===== config.mk =====
export PLATFORM = sky130hd
export DESIGN_NAME = shelf_rectangle_packer_core
export DESIGN_NICKNAME = d
export VERILOG_FILES = /design/src/srp_pkg.sv /design/src/shelf_rectangle_packer_core.sv /design/src/srp_shelf_ram.sv /design/src/srp_fit_unit.sv
export SDC_FILE = /design/constraint.sdc
export NUM_CORES = 2
export LEC_CHECK = 0
export BUFFER_PORTS_ARGS = -buffer_cell sky130_fd_sc_hd__buf_2
export CORE_MARGIN = 3
export CORE_UTILIZATION = 63
export DETAILED_ROUTE_END_ITERATION = 8
export PLACE_DENSITY = 0.82
export SKIP_CTS_REPAIR_TIMING = 1
export SYNTH_ARGS = -nofsm -noshare
export SYNTH_HDL_FRONTEND = slang
export SYNTH_SLANG_ARGS = --single-unit

===== constraint.sdc =====
create_clock -name clk -period 11.1 [get_ports clk]
set_clock_uncertainty 0.1 [all_clocks]
set_input_delay 0.555 -clock clk [delete_from_list [all_inputs] [get_ports clk]]
set_output_delay 0.555 -clock clk [all_outputs]
set_load 0.1 [all_outputs]

===== src/srp_pkg.sv =====
// Shared definitions for the shelf rectangle packer.
// Holds default parameter values, stream widths, register indexes, mode and
// status codes, and the control struct between the sequencer and fit unit.
`default_nettype none

package srp_pkg;

  // Default sizing of the shelf table and coordinate datapath.
  localparam int MAX_SHELVES_DEF = 32;
  localparam int COORD_BITS_DEF  = 16;

  // Fixed field widths on the stream ports.
  localparam int SIZE_W       = 16;
  localparam int POS_W        = 16;
  localparam int SHELF_IDX_W  = 5;
  localparam int STATUS_W     = 2;
  localparam int TDATA_IN_W   = 32;
  localparam int TUSER_IN_W   = 1;
  localparam int TDATA_OUT_W  = 40;
  localparam int TDATA_PAD_W  = TDATA_OUT_W - (2 * POS_W + SHELF_IDX_W);
  localparam int TUSER_OUT_W  = 3;

  // Configuration port.
  localparam int CFG_IDX_W  = 4;
  localparam int CFG_DATA_W = 8;
  localparam int MODE_W     = 2;
  localparam int SPACING_W  = 8;

  localparam logic [CFG_IDX_W-1:0] REG_FIT_MODE = 4'd0;
  localparam logic [CFG_IDX_W-1:0] REG_SPACING  = 4'd1;

  // Fit modes; the unused code behaves as best fit.
  localparam logic [MODE_W-1:0] FIT_NEXT  = 2'd0;
  localparam logic [MODE_W-1:0] FIT_FIRST = 2'd1;
  localparam logic [MODE_W-1:0] FIT_BEST  = 2'd2;

  // Result status codes.
  localparam logic [STATUS_W-1:0] STATUS_OK   = 2'd0;
  localparam logic [STATUS_W-1:0] STATUS_FULL = 2'd1;
  localparam logic [STATUS_W-1:0] STATUS_SAT  = 2'd2;

  // Control from the sequencer to the fit unit.
  typedef struct packed {
    logic clear;       // start of a new search
    logic eval;        // read data holds a shelf entry to judge
    logic first_only;  // keep the first match instead of the least waste
  } fit_ctrl_t;

endpackage

`default_nettype wire


===== src/shelf_rectangle_packer_core.sv =====
// Shelf rectangle packer: one rectangle in, one placement out.
// The shelves read per rectangle are the stored count for best fit, those up to the first
// match for first fit, and only the newest for next fit; with no stored shelf none is read.
// A stalled output holds back the result. A new rectangle is taken only after the last
// result is loaded into the output register, and one read port scans one entry per cycle.
// Reset clears the shelf count, fit_mode and spacing.
`default_nettype none

module shelf_rectangle_packer_core #(
  parameter int MAX_SHELVES = srp_pkg::MAX_SHELVES_DEF,
  parameter int COORD_BITS  = srp_pkg::COORD_BITS_DEF
) (
  input  wire logic                            clk,
  input  wire logic                            rst,
  // Configuration write channel.
  input  wire logic                            cfg_valid,
  output logic                                 cfg_ready,
  input  wire logic [srp_pkg::CFG_IDX_W-1:0]   cfg_index,
  input  wire logic [srp_pkg::CFG_DATA_W-1:0]  cfg_data,
  // Rectangle stream in.
  input  wire logic                            s_tvalid,
  output logic                                 s_tready,
  input  wire logic [srp_pkg::TDATA_IN_W-1:0]  s_tdata,   // rect_width, rect_height
  input  wire logic [srp_pkg::TUSER_IN_W-1:0]  s_tuser,   // start_layout
  // Placement stream out.
  output logic                                 m_tvalid,
  input  wire logic                            m_tready,
  output logic      [srp_pkg::TDATA_OUT_W-1:0] m_tdata,   // pos_x, pos_y, shelf_index, pad
  output logic      [srp_pkg::TUSER_OUT_W-1:0] m_tuser    // opened_shelf, status
);

  localparam int CB = COORD_BITS;
  localparam int DW = 3 * CB;
  localparam int IW = (MAX_SHELVES > 1) ? $clog2(MAX_SHELVES) : 1;
  localparam int TW = $clog2(MAX_SHELVES + 1);
  localparam int SW = ((CB > srp_pkg::SIZE_W) ? CB : srp_pkg::SIZE_W) + 1;
  localparam logic [SW-1:0] CMAX_W = {{(SW - CB){1'b0}}, {CB{1'b1}}};

  typedef enum logic [1:0] {
    IDLE,
    SCAN,
    DECIDE,
    EMIT
  } state_t;

  state_t state;

  // Registers.
  logic [srp_pkg::MODE_W-1:0]    fit_mode;
  logic [srp_pkg::SPACING_W-1:0] spacing;
  logic [TW-1:0]                 total;
  logic [TW-1:0]                 issue_cnt;
  logic                          pend;
  logic [IW-1:0]                 pend_idx;
  logic [CB-1:0]                 pw;
  logic [CB-1:0]                 ph;
  logic                          pad_sat;
  logic                          mem_we;
  logic [IW-1:0]                 mem_waddr;
  logic [DW-1:0]                 mem_wdata;
  logic [srp_pkg::TDATA_OUT_W-1:0] res_data;
  logic [srp_pkg::TUSER_OUT_W-1:0] res_user;

  // Combinational values.
  logic                          accept;
  logic [TW-1:0]                 total_eff;
  logic [SW-1:0]                 pw_sum;
  logic [SW-1:0]                 ph_sum;
  logic                          first_only;
  logic                          issue;
  logic                          scan_done;
  logic [IW-1:0]                 raddr;
  logic [DW-1:0]                 rdata;
  srp_pkg::fit_ctrl_t            fit_ctrl;
  logic                          found;
  logic [IW-1:0]                 best_idx;
  logic [DW-1:0]                 best_entry;
  logic [DW-1:0]                 last_entry;
  logic [CB-1:0]                 add_a;
  logic [CB-1:0]                 add_b;
  logic [CB:0]                   add_sum;
  logic [CB-1:0]                 add_val;
  logic                          add_sat;

  assign cfg_ready = 1'b1;
  assign s_tready  = (state == IDLE);
  assign accept    = s_tvalid && s_tready;

  // Padding adders and scan control.
  always_comb begin
    total_eff  = s_tuser[0] ? '0 : total;
    pw_sum     = SW'(s_tdata[srp_pkg::SIZE_W-1:0]) + SW'(spacing);
    ph_sum     = SW'(s_tdata[2*srp_pkg::SIZE_W-1:srp_pkg::SIZE_W]) + SW'(spacing);
    first_only = (fit_mode == srp_pkg::FIT_NEXT) || (fit_mode == srp_pkg::FIT_FIRST);
    issue      = (issue_cnt < total);
    raddr      = issue_cnt[IW-1:0];
    scan_done  = (!issue && !pend) || (first_only && found);
    fit_ctrl.clear      = accept;
    fit_ctrl.eval       = (state == SCAN) && pend;
    fit_ctrl.first_only = first_only;
  end

  // Shared saturating adder: new used width of a chosen shelf, or the top
  // of a new shelf below the newest one.
  always_comb begin
    add_a   = found ? best_entry[CB-1:0] : last_entry[3*CB-1:2*CB];
    add_b   = found ? pw : last_entry[2*CB-1:CB];
    add_sum = {1'b0, add_a} + {1'b0, add_b};
    add_sat = add_sum[CB];
    add_val = add_sat ? {CB{1'b1}} : add_sum[CB-1:0];
  end

  srp_shelf_ram #(
    .DEPTH (MAX_SHELVES),
    .AW    (IW),
    .DW    (DW)
  ) u_ram (
    .clk   (clk),
    .we    (mem_we),
    .waddr (mem_waddr),
    .wdata (mem_wdata),
    .raddr (raddr),
    .rdata (rdata)
  );

  srp_fit_unit #(
    .CB (CB),
    .IW (IW)
  ) u_fit (
    .clk        (clk),
    .rst        (rst),
    .ctrl       (fit_ctrl),
    .ph         (ph),
    .entry      (rdata),
    .entry_idx  (pend_idx),
    .found      (found),
    .best_idx   (best_idx),
    .best_entry (best_entry),
    .last_entry (last_entry)
  );

  // Sequencer, configuration registers and output register.
  always_ff @(posedge clk) begin
    if (rst) begin
      state    <= IDLE;
      fit_mode <= srp_pkg::FIT_NEXT;
      spacing  <= '0;
      total    <= '0;
      pend     <= 1'b0;
      mem_we   <= 1'b0;
      m_tvalid <= 1'b0;
    end else begin
      // Output valid: set when the result is loaded, cleared once taken.
      if ((state == EMIT) && (!m_tvalid || m_tready)) begin
        m_tvalid <= 1'b1;
      end else if (m_tvalid && m_tready) begin
        m_tvalid <= 1'b0;
      end

      // Configuration beats; indexes beyond the list are dropped.
      if (cfg_valid && cfg_ready) begin
        if (cfg_index == srp_pkg::REG_FIT_MODE) begin
          fit_mode <= cfg_data[srp_pkg::MODE_W-1:0];
        end else if (cfg_index == srp_pkg::REG_SPACING) begin
          spacing <= cfg_data[srp_pkg::SPACING_W-1:0];
        end
      end

      case (state)
        IDLE: begin
          mem_we <= 1'b0;
          if (accept) begin
            total   <= total_eff;
            pend    <= 1'b0;
            pad_sat <= (pw_sum > CMAX_W) || (ph_sum > CMAX_W);
            pw      <= (pw_sum > CMAX_W) ? {CB{1'b1}} : pw_sum[CB-1:0];
            ph      <= (ph_sum > CMAX_W) ? {CB{1'b1}} : ph_sum[CB-1:0];
            // Next fit looks only at the newest shelf.
            if ((fit_mode == srp_pkg::FIT_NEXT) && (total_eff != '0)) begin
              issue_cnt <= total_eff - 1'b1;
            end else begin
              issue_cnt <= '0;
            end
            state <= SCAN;
          end
        end

        SCAN: begin
          mem_we <= 1'b0;
          // One read issued and one entry judged per cycle.
          if (scan_done) begin
            pend  <= 1'b0;
            state <= DECIDE;
          end else begin
            pend     <= issue;
            pend_idx <= raddr;
            if (issue) begin
              issue_cnt <= issue_cnt + 1'b1;
            end
          end
        end

        DECIDE: begin
          if (found) begin
            // Place on the chosen shelf; its height already covers the item.
            mem_we    <= 1'b1;
            mem_waddr <= best_idx;
            mem_wdata <= {best_entry[3*CB-1:CB], add_val};
            res_data  <= {{srp_pkg::TDATA_PAD_W{1'b0}},
                          srp_pkg::SHELF_IDX_W'(best_idx),
                          srp_pkg::POS_W'(best_entry[3*CB-1:2*CB]),
                          srp_pkg::POS_W'(best_entry[CB-1:0])};
            res_user  <= {(pad_sat || add_sat) ? srp_pkg::STATUS_SAT : srp_pkg::STATUS_OK,
                          1'b0};
          end else if (total >= TW'(MAX_SHELVES)) begin
            // Table full: nothing stored, all fields zero.
            mem_we   <= 1'b0;
            res_data <= '0;
            res_user <= {srp_pkg::STATUS_FULL, 1'b0};
          end else begin
            // Open a new shelf below the newest one, or at the top if none.
            mem_we    <= 1'b1;
            mem_waddr <= total[IW-1:0];
            mem_wdata <= {(total != '0) ? add_val : {CB{1'b0}}, ph, pw};
            total     <= total + 1'b1;
            res_data  <= {{srp_pkg::TDATA_PAD_W{1'b0}},
                          srp_pkg::SHELF_IDX_W'(total[IW-1:0]),
                          (total != '0) ? srp_pkg::POS_W'(add_val) : {srp_pkg::POS_W{1'b0}},
                          {srp_pkg::POS_W{1'b0}}};
            res_user  <= {(pad_sat || ((total != '0) && add_sat)) ?
                          srp_pkg::STATUS_SAT : srp_pkg::STATUS_OK, 1'b1};
          end
          state <= EMIT;
        end

        EMIT: begin
          mem_we <= 1'b0;
          // Load the output register once it is free.
          if (!m_tvalid || m_tready) begin
            m_tdata  <= res_data;
            m_tuser  <= res_user;
            state    <= IDLE;
          end
        end

        default: begin
          mem_we <= 1'b0;
          state  <= IDLE;
        end
      endcase
    end
  end

endmodule

`default_nettype wire


===== src/srp_shelf_ram.sv =====
// Shelf table memory: one write port and one registered read port.
// Each word holds a shelf's top, height and used width. Uses no package items.
`default_nettype none

module srp_shelf_ram #(
  parameter int DEPTH = 32,
  parameter int AW    = 5,
  parameter int DW    = 48
) (
  input  wire logic          clk,
  input  wire logic          we,
  input  wire logic [AW-1:0] waddr,
  input  wire logic [DW-1:0] wdata,
  input  wire logic [AW-1:0] raddr,
  output logic      [DW-1:0] rdata
);

  logic [DW-1:0] mem [DEPTH];

  // Write port.
  always_ff @(posedge clk) begin
    if (we) begin
      mem[waddr] <= wdata;
    end
  end

  // Registered read port.
  always_ff @(posedge clk) begin
    rdata <= mem[raddr];
  end

endmodule

`default_nettype wire


===== src/srp_fit_unit.sv =====
// Shared compare and subtract unit that judges one shelf entry per cycle.
// Tracks the chosen shelf and the last entry seen. Depends on srp_pkg.
`default_nettype none

module srp_fit_unit #(
  parameter int CB = 16,
  parameter int IW = 5
) (
  input  wire logic              clk,
  input  wire logic              rst,
  input  wire srp_pkg::fit_ctrl_t ctrl,
  input  wire logic [CB-1:0]     ph,
  input  wire logic [3*CB-1:0]   entry,
  input  wire logic [IW-1:0]     entry_idx,
  output logic                   found,
  output logic      [IW-1:0]     best_idx,
  output logic      [3*CB-1:0]   best_entry,
  output logic      [3*CB-1:0]   last_entry
);

  logic [CB-1:0] tall;
  logic [CB-1:0] waste;
  logic [CB-1:0] best;
  logic          fits;
  logic          take;

  // One compare against the shelf height and one subtract for the waste.
  always_comb begin
    tall  = entry[2*CB-1:CB];
    fits  = (ph <= tall);
    waste = tall - ph;
    take  = ctrl.eval && fits && (!found || (!ctrl.first_only && (waste < best)));
  end

  // Running choice; ties keep the earlier shelf.
  always_ff @(posedge clk) begin
    if (rst) begin
      found <= 1'b0;
    end else if (ctrl.clear) begin
      found <= 1'b0;
    end else if (take) begin
      found <= 1'b1;
    end
    if (take) begin
      best       <= waste;
      best_idx   <= entry_idx;
      best_entry <= entry;
    end
    if (ctrl.eval) begin
      last_entry <= entry;
    end
  end

endmodule

`default_nettype wire


Yosys cells after proc, flatten, opt, wreduce, memory -nomap -nowiden --
Memories as Yosys holds them, arrays and structs flattened. A register that Yosys moved wholly into a read port is not among the register bits. Cells that the tools add are included.
Word-level totals: register bits after elaboration 322, latch bits 0, RAM bits 1536, bits in read-only memories 0, input bits 50, word-level logic and storage cells 137, memories 1
Memory list:
- u_ram.mem | depth 32, width 48, read ports 1, clocked after memory_dff 1, write ports 1, RTL line srp_shelf_ram.sv:18 | logic [DW-1:0] mem [DEPTH];
Operators by class: add/sub/neg operators 7, multipliers 0, divide/modulo/power cells 0, $lt $le $gt $ge 6, equality and inequality tests 13, shifts and indexed selects 0, muxes and demuxes 38, bitwise gates (word level) 3, reduce and logical (&&, ||, !) cells 44
Operator list (count):
- 2-to-1 mux 48 bit | 2
- 2-to-1 mux 37 bit | 2
- 2-to-1 mux 16 bit | 4
- 2-to-1 mux 6 bit | 8
- adder 16 x 8 -> 17 bit | 2
- > comparator 17 x 16 -> 1 bit (second input constant) | 2
- case mux 6 bit (2 select lines) | 2
- AND reduction 3 bit | 6
- adder 16 x 16 -> 17 bit | 1
- less-or-equal comparator 16 bit | 1
- < comparator 16 bit | 1
- subtractor 16 bit | 1
- adder 6 x 1 -> 6 bit (second input constant) | 2
- nonzero test 6 bit | 2
- logical AND 1 bit | 11
- 2-to-1 mux 2 bit | 5
- 2-to-1 mux 5 bit | 2
- inequality test 2 bit (second input constant) | 5
- 2-to-1 mux 1 bit | 8
- case mux 2 bit (4 select lines) | 1
- logical OR 1 bit | 7
- >= comparator 6 bit (second input constant) | 1
- < comparator 6 bit | 1
- 2-to-1 mux 3 bit | 2
- 16 further kinds | 32

Depth between registers and ports, before layout --
word-level depth 7, gate-level depth with buffers 15

Modules after synthesis --
Synthesis repeated with hierarchy kept, for this count alone.
Unflattened totals: cells, all modules 4519, area total of the unflattened synthesis 75713.9 sq um
By module, submodules not included:
- srp_shelf_ram | instances 1, cells each 3364, area an instance 60724.5 sq um
- shelf_rectangle_packer_core | instances 1, cells each 859, area an instance 10162.2 sq um
- srp_fit_unit | instances 1, cells each 296, area an instance 4827.1 sq um

Worst setup path after synthesis --
OpenSTA, ideal clock, no wires.
kind reg-to-reg, start point reg ph[1], end point reg u_fit.best[0], enable pin, library setup time 608 ps, data arrival time 7867 ps, path slack 2525 ps, cell stages (with the launch flop) 14, path buffers 0, cell sequence edfxtp_1 > inv_1 > ha_1 > nor2b_1 > o31a_1 > o221ai_1 > nand2b_1 > a21oi_1 > xnor2_1 > ha_1 > a21o_1 > a21o_1 > a221o_1 > a221oi_1
On the way: word-level cells in the longest chain between the ends 5, elaborated cells between the ends (all ways) 7, those cells by class 1 x add/sub; 2 x order compare; 4 x reduce/logical
RTL lines:
- start: declaration | RTL line shelf_rectangle_packer_core.sv:56 | logic [CB-1:0] ph;
- start signal: assignment | RTL line shelf_rectangle_packer_core.sv:177 | ph <= (ph_sum > CMAX_W) ? {CB{1'b1}} : ph_sum[CB-1:0];
- subtractor 16 bit | RTL line srp_fit_unit.sv:31 | waste = tall - ph;
- via u_fit.waste[9] | RTL line srp_fit_unit.sv:22 | logic [CB-1:0] waste;
- < comparator 16 bit | RTL line srp_fit_unit.sv:32 | take = ctrl.eval && fits && (!found || (!ctrl.first_only && (waste < best)));
- logical AND 1 bit | RTL line srp_fit_unit.sv:32
- logical OR 1 bit | RTL line srp_fit_unit.sv:32
- logical AND 1 bit | RTL line srp_fit_unit.sv:32
- via u_fit.take | RTL line srp_fit_unit.sv:25 | logic take;
- end signal: assignment | RTL line srp_fit_unit.sv:45 | best <= waste;
- end: declaration | RTL line srp_fit_unit.sv:23 | logic [CB-1:0] best;
The timed path passes the listed nets, and every way through them passes these cells. A chain may end at the register's enable or synchronous reset.

Worst setup path after layout --
start point reg u_fit.found, end point reg mem_wdata[1], data pin
On the way: word-level cells in the longest chain between the ends 4, elaborated cells between the ends (all ways) 5, those cells by class 1 x add/sub; 4 x mux
RTL lines:
- start: declaration | RTL line srp_fit_unit.sv:15 | output logic found,
- start signal: assignment | RTL line srp_fit_unit.sv:38 | found <= 1'b0;
- start signal: assignment | RTL line srp_fit_unit.sv:40 | found <= 1'b0;
- start signal: assignment | RTL line srp_fit_unit.sv:42 | found <= 1'b1;
- 2-to-1 mux 16 bit (on tied branches) | RTL line shelf_rectangle_packer_core.sv:106, shelf_rectangle_packer_core.sv:107
- adder 16 x 16 -> 17 bit | RTL line shelf_rectangle_packer_core.sv:108 | add_sum = {1'b0, add_a} + {1'b0, add_b};
- 2-to-1 mux 16 bit | RTL line shelf_rectangle_packer_core.sv:110 | add_val = add_sat ? {CB{1'b1}} : add_sum[CB-1:0];
- 2-to-1 mux 48 bit (*) | RTL line shelf_rectangle_packer_core.sv:204 | if (found) begin
- end signal: assignment | RTL line shelf_rectangle_packer_core.sv:208 | mem_wdata <= {best_entry[3*CB-1:CB], add_val};
- end signal: assignment | RTL line shelf_rectangle_packer_core.sv:224 | mem_wdata <= {(total != '0) ? add_val : {CB{1'b0}}, ph, pw};
- end: declaration | RTL line shelf_rectangle_packer_core.sv:60 | logic [DW-1:0] mem_wdata;
Every way passes the cells marked *; elsewhere a longest branch is shown, timed or not.

==> flow_metrics.tcl <==
set metrics [dict create \
    worstPathArrival_ps 5350 \
    power.leakage_nw 26.2 \
    finalNetCount 3745 \
    violations "negative hold slack" \
    multi_input_area_um2 16900 \
    drive_gt1_share_pct 26.2 \
    crit_required_ps 11600 \
    slowest_stage "dfxtp_4" \
    routed-via-count 38230 \
    cts_root_buf "clkbuf_16" \
    clkSinkCount 1884 \
    whs_ps -2.52 \
    fp.coreArea_um2 115000 \
    ios 96 \
    ys_ff_latch 1884 \
    syn_area_um2 73400 \
    cts_buffers 172 \
    combPwrFrac_pct 20.3 \
    synthArstFlopShare_pct 0 \
    wirelength_mm 200 \
    post-route-period-util_pct 43.7 \
    overflow 0 \
    antenna_found_initial 14 \
    finalSetupViolations 0 \
    cp_max_fo 66 \
    ys_warn_count 0 \
    firstDrtPassIters 6 \
    rsz0062_at_grt "false" \
    clk_pin_slew_ps 70 \
    drc 0 \
    tightest_slew_ps 1320 \
    pwr-share-seq_pct 47.1 \
    crit_buf_inv 2 \
    htreeDepth 4 \
    postSynthCellCount 3428 \
    ant_nets 0 \
    start_util_pct 63.9 \
    gp_congestion 0.928 \
    cts_max_path_buffers 3 \
    ys_types 74 \
    switching_share_pct 27.2 \
    grt_pass1_wl_mm 285 \
    cts_tree "built" \
    ys_seq_area_share_pct 76.1 \
    grt.total_usage_pct 33.8 \
    crit_path_end_kind "flop" \
    crit_family "compound AO/OA/AOI/OAI gates" \
    p_sw_mw 5.00 \
    wire_per_inst_um 37.9 \
    hold_depth 2 \
    grt_pass1_vias 38323 \
    max_freq_ghz 0.206 \
    rows 124 \
    cp.depth 12 \
    powerDensity_nw_per_um2 226 \
    dp_hpwl_mm 97.5 \
    port_buffers 91 \
    cap_viol_max_count 0 \
    synth_edf_count 1814 \
    clock_latency_ps 800 \
    finalHoldViolCount 1 \
    r2r_cells 12 \
    slew_headroom_pct 11.9 \
    max_stage_delay_ps 780 \
    ir_drop_mv 0.256 \
    outcome "finished, violations left" \
    drt-vias-per-instance 7.25 \
    die_w_um 347 \
    synth_ff_type "edfxtp_1" \
    finalSetupTns_ps 0 \
    areaGrowthSynthToFinish_pct 11.1 \
    p_int_mw 13.4 \
    drt_iter0_markers 6366 \
    place_ws_ps 6630 \
    regArea_um2 55900 \
    final_max_slew_viol_count 0 \
    syn_area_per_cell_um2 21.4 \
    worstPathCellList "buf_4 -> and2_1 -> a21o_1 -> ha_1 -> inv_1 -> fa_1 -> nand2b_1 -> a21o_1 -> a21oi_1 -> o21a_1 -> nor3b_1 -> a21oi_1" \
    p_clk_share_pct 32.6 \
    die_h_um 347 \
    start_kind "flop" \
    grt_max_degree 144 \
    final.fill_count 6110 \
    finalWorstSetupSlack_ps 6250 \
    fin_crit_ps 4850 \
    critPathKind "reg -> reg" \
    min_path_type "in -> reg" \
    die-area_um2 121000 \
]
## cells by family after synthesis
group / synth area share (%)
AOI/OAI and AO/OA: 2.28
xor gates and xnor gates: 0.477
adders and majority gates: 1.42
buffers and inverters: 1.24
DFF: 76.1
muxes: 16.0
other: 0.0102
and+or+nand+nor: 2.47
## path summary, 6_finish.rpt
path                       start                  end  slack, ps
setup / recovery     u_fit.found         mem_wdata[1]       6250
hold / removal       s_tdata[15]               pw[15]         -3
hold reg to reg   u_ram.rdata[5]  u_fit.best_entry[5]        310
setup reg to reg     u_fit.found         mem_wdata[1]       6250
## cells in the final DEF, fill, tap and decap left out, types with 8 or more instances in the layout
cell / count
o21ai_1: 33
nor2_4: 33
mux2i_1: 14
o21a_1: 10
clkbuf_8: 18
nand2_1: 96
buf_2: 91
and3_1: 8
dfxtp_1: 69
or3_1: 15
mux2_2: 67
inv_1: 61
nand4_1: 13
buf_4: 57
nand2b_1: 15
clkinv_1: 20
nand3_1: 33
a21oi_1: 58
xor2_1: 11
and2_1: 21
ha_1: 77
edfxtp_1: 1814
dlygate4sd3_1: 10
nor2_1: 84
clkbuf_16: 176
nor3_1: 20
o21ai_0: 50
mux4_2: 477
clkbuf_1: 54
o211ai_1: 8
nor2b_1: 10
bufinv_16: 14
clkinv_2: 22
a21o_1: 41
xnor2_1: 29
## power by group through the flow
stage / Clock [mW] / Sequential, mW / Combinational (mW)
6_report: 6.00 / 8.67 / 3.74
3_5_place_dp: 0 / 8.78 / 3.59
5_1_grt: 6.28 / 8.69 / 3.94
4_1_cts: 6.03 / 8.65 / 3.72
2_1_floorplan: 0 / 8.61 / 2.70
3_3_place_gp: 0 / 8.75 / 3.49
## flip-flops by register name (all words and copies together), names as in the netlist, 16 cells and up
name and count:
u_fit.best 16, mem_wdata 48, u_ram.rdata 48, m_tdata 37, u_fit.best_entry 48, ph 16
pw 16, res_data 37, u_fit.last_entry 32, u_ram.mem 1536
## Yosys cell counts, types with 29 or more instances
cell         n  area share, %
a21o_1      41           0.42
a21oi_1     58           0.40
buf_2       33           0.22
clkbuf_1    89           0.46
dfxtp_1     70            1.9
edfxtp_1  1814             74
ha_1        77            1.3
inv_1       61           0.31
mux2_2      67            1.0
mux4_2     477             15
nand2_1     96           0.49
nand3_1     33           0.22
nor2_1     117           0.60
o21ai_0     50           0.34
o21ai_1     33           0.22
xnor2_1     29           0.35
## stage by stage
step           cells  total power, mW  area, µm²  hold WS (ps)  util (%)
2_1_floorplan   3430             11.3      73400           286         -
3_3_place_gp    4942             12.2      75900           289      66.0
3_5_place_dp    4942             12.4      75900           298      66.0
4_1_cts         5259             18.4      81500          -121      70.9
5_1_grt         5269             18.9      81600          3.03      71.0
6_report        5272             18.4      81600         -2.52      71.0
## layer usage
| metal | wire (µm) | vias to the layer above | track usage (%) |
|---|---|---|---|
| li1 | - | 14589 | - |
| met4 | 12700 | 15 | 17.7 |
| met1 | 65900 | 19500 | 44.7 |
| met2 | 94200 | 3404 | 51.9 |
| met5 | 158 | - | 0 |
| met3 | 26800 | 722 | 9.94 |
## cell type report
cell class	instances	share of cell area, %
diodes	3	0.00920
clock buffers	248	5.95
clock inverters	69	0.905
inverters	62	0.285
multi-input cells	1332	20.7
flip-flops and latches	1884	68.5
well taps	1512	2.32
repair buffers	162	1.30
## worst reg2reg max path, stage by stage (launching register included)
cell and delay (ps):
dfxtp_4 780, buf_4 670, and2_1 350, a21o_1 110, ha_1 230, inv_1 100, fa_1 480, nand2b_1 210
a21o_1 200, a21oi_1 220, o21a_1 640, nor3b_1 250, a21oi_1 330
Note: power is estimated with default switching activity, not from simulation.
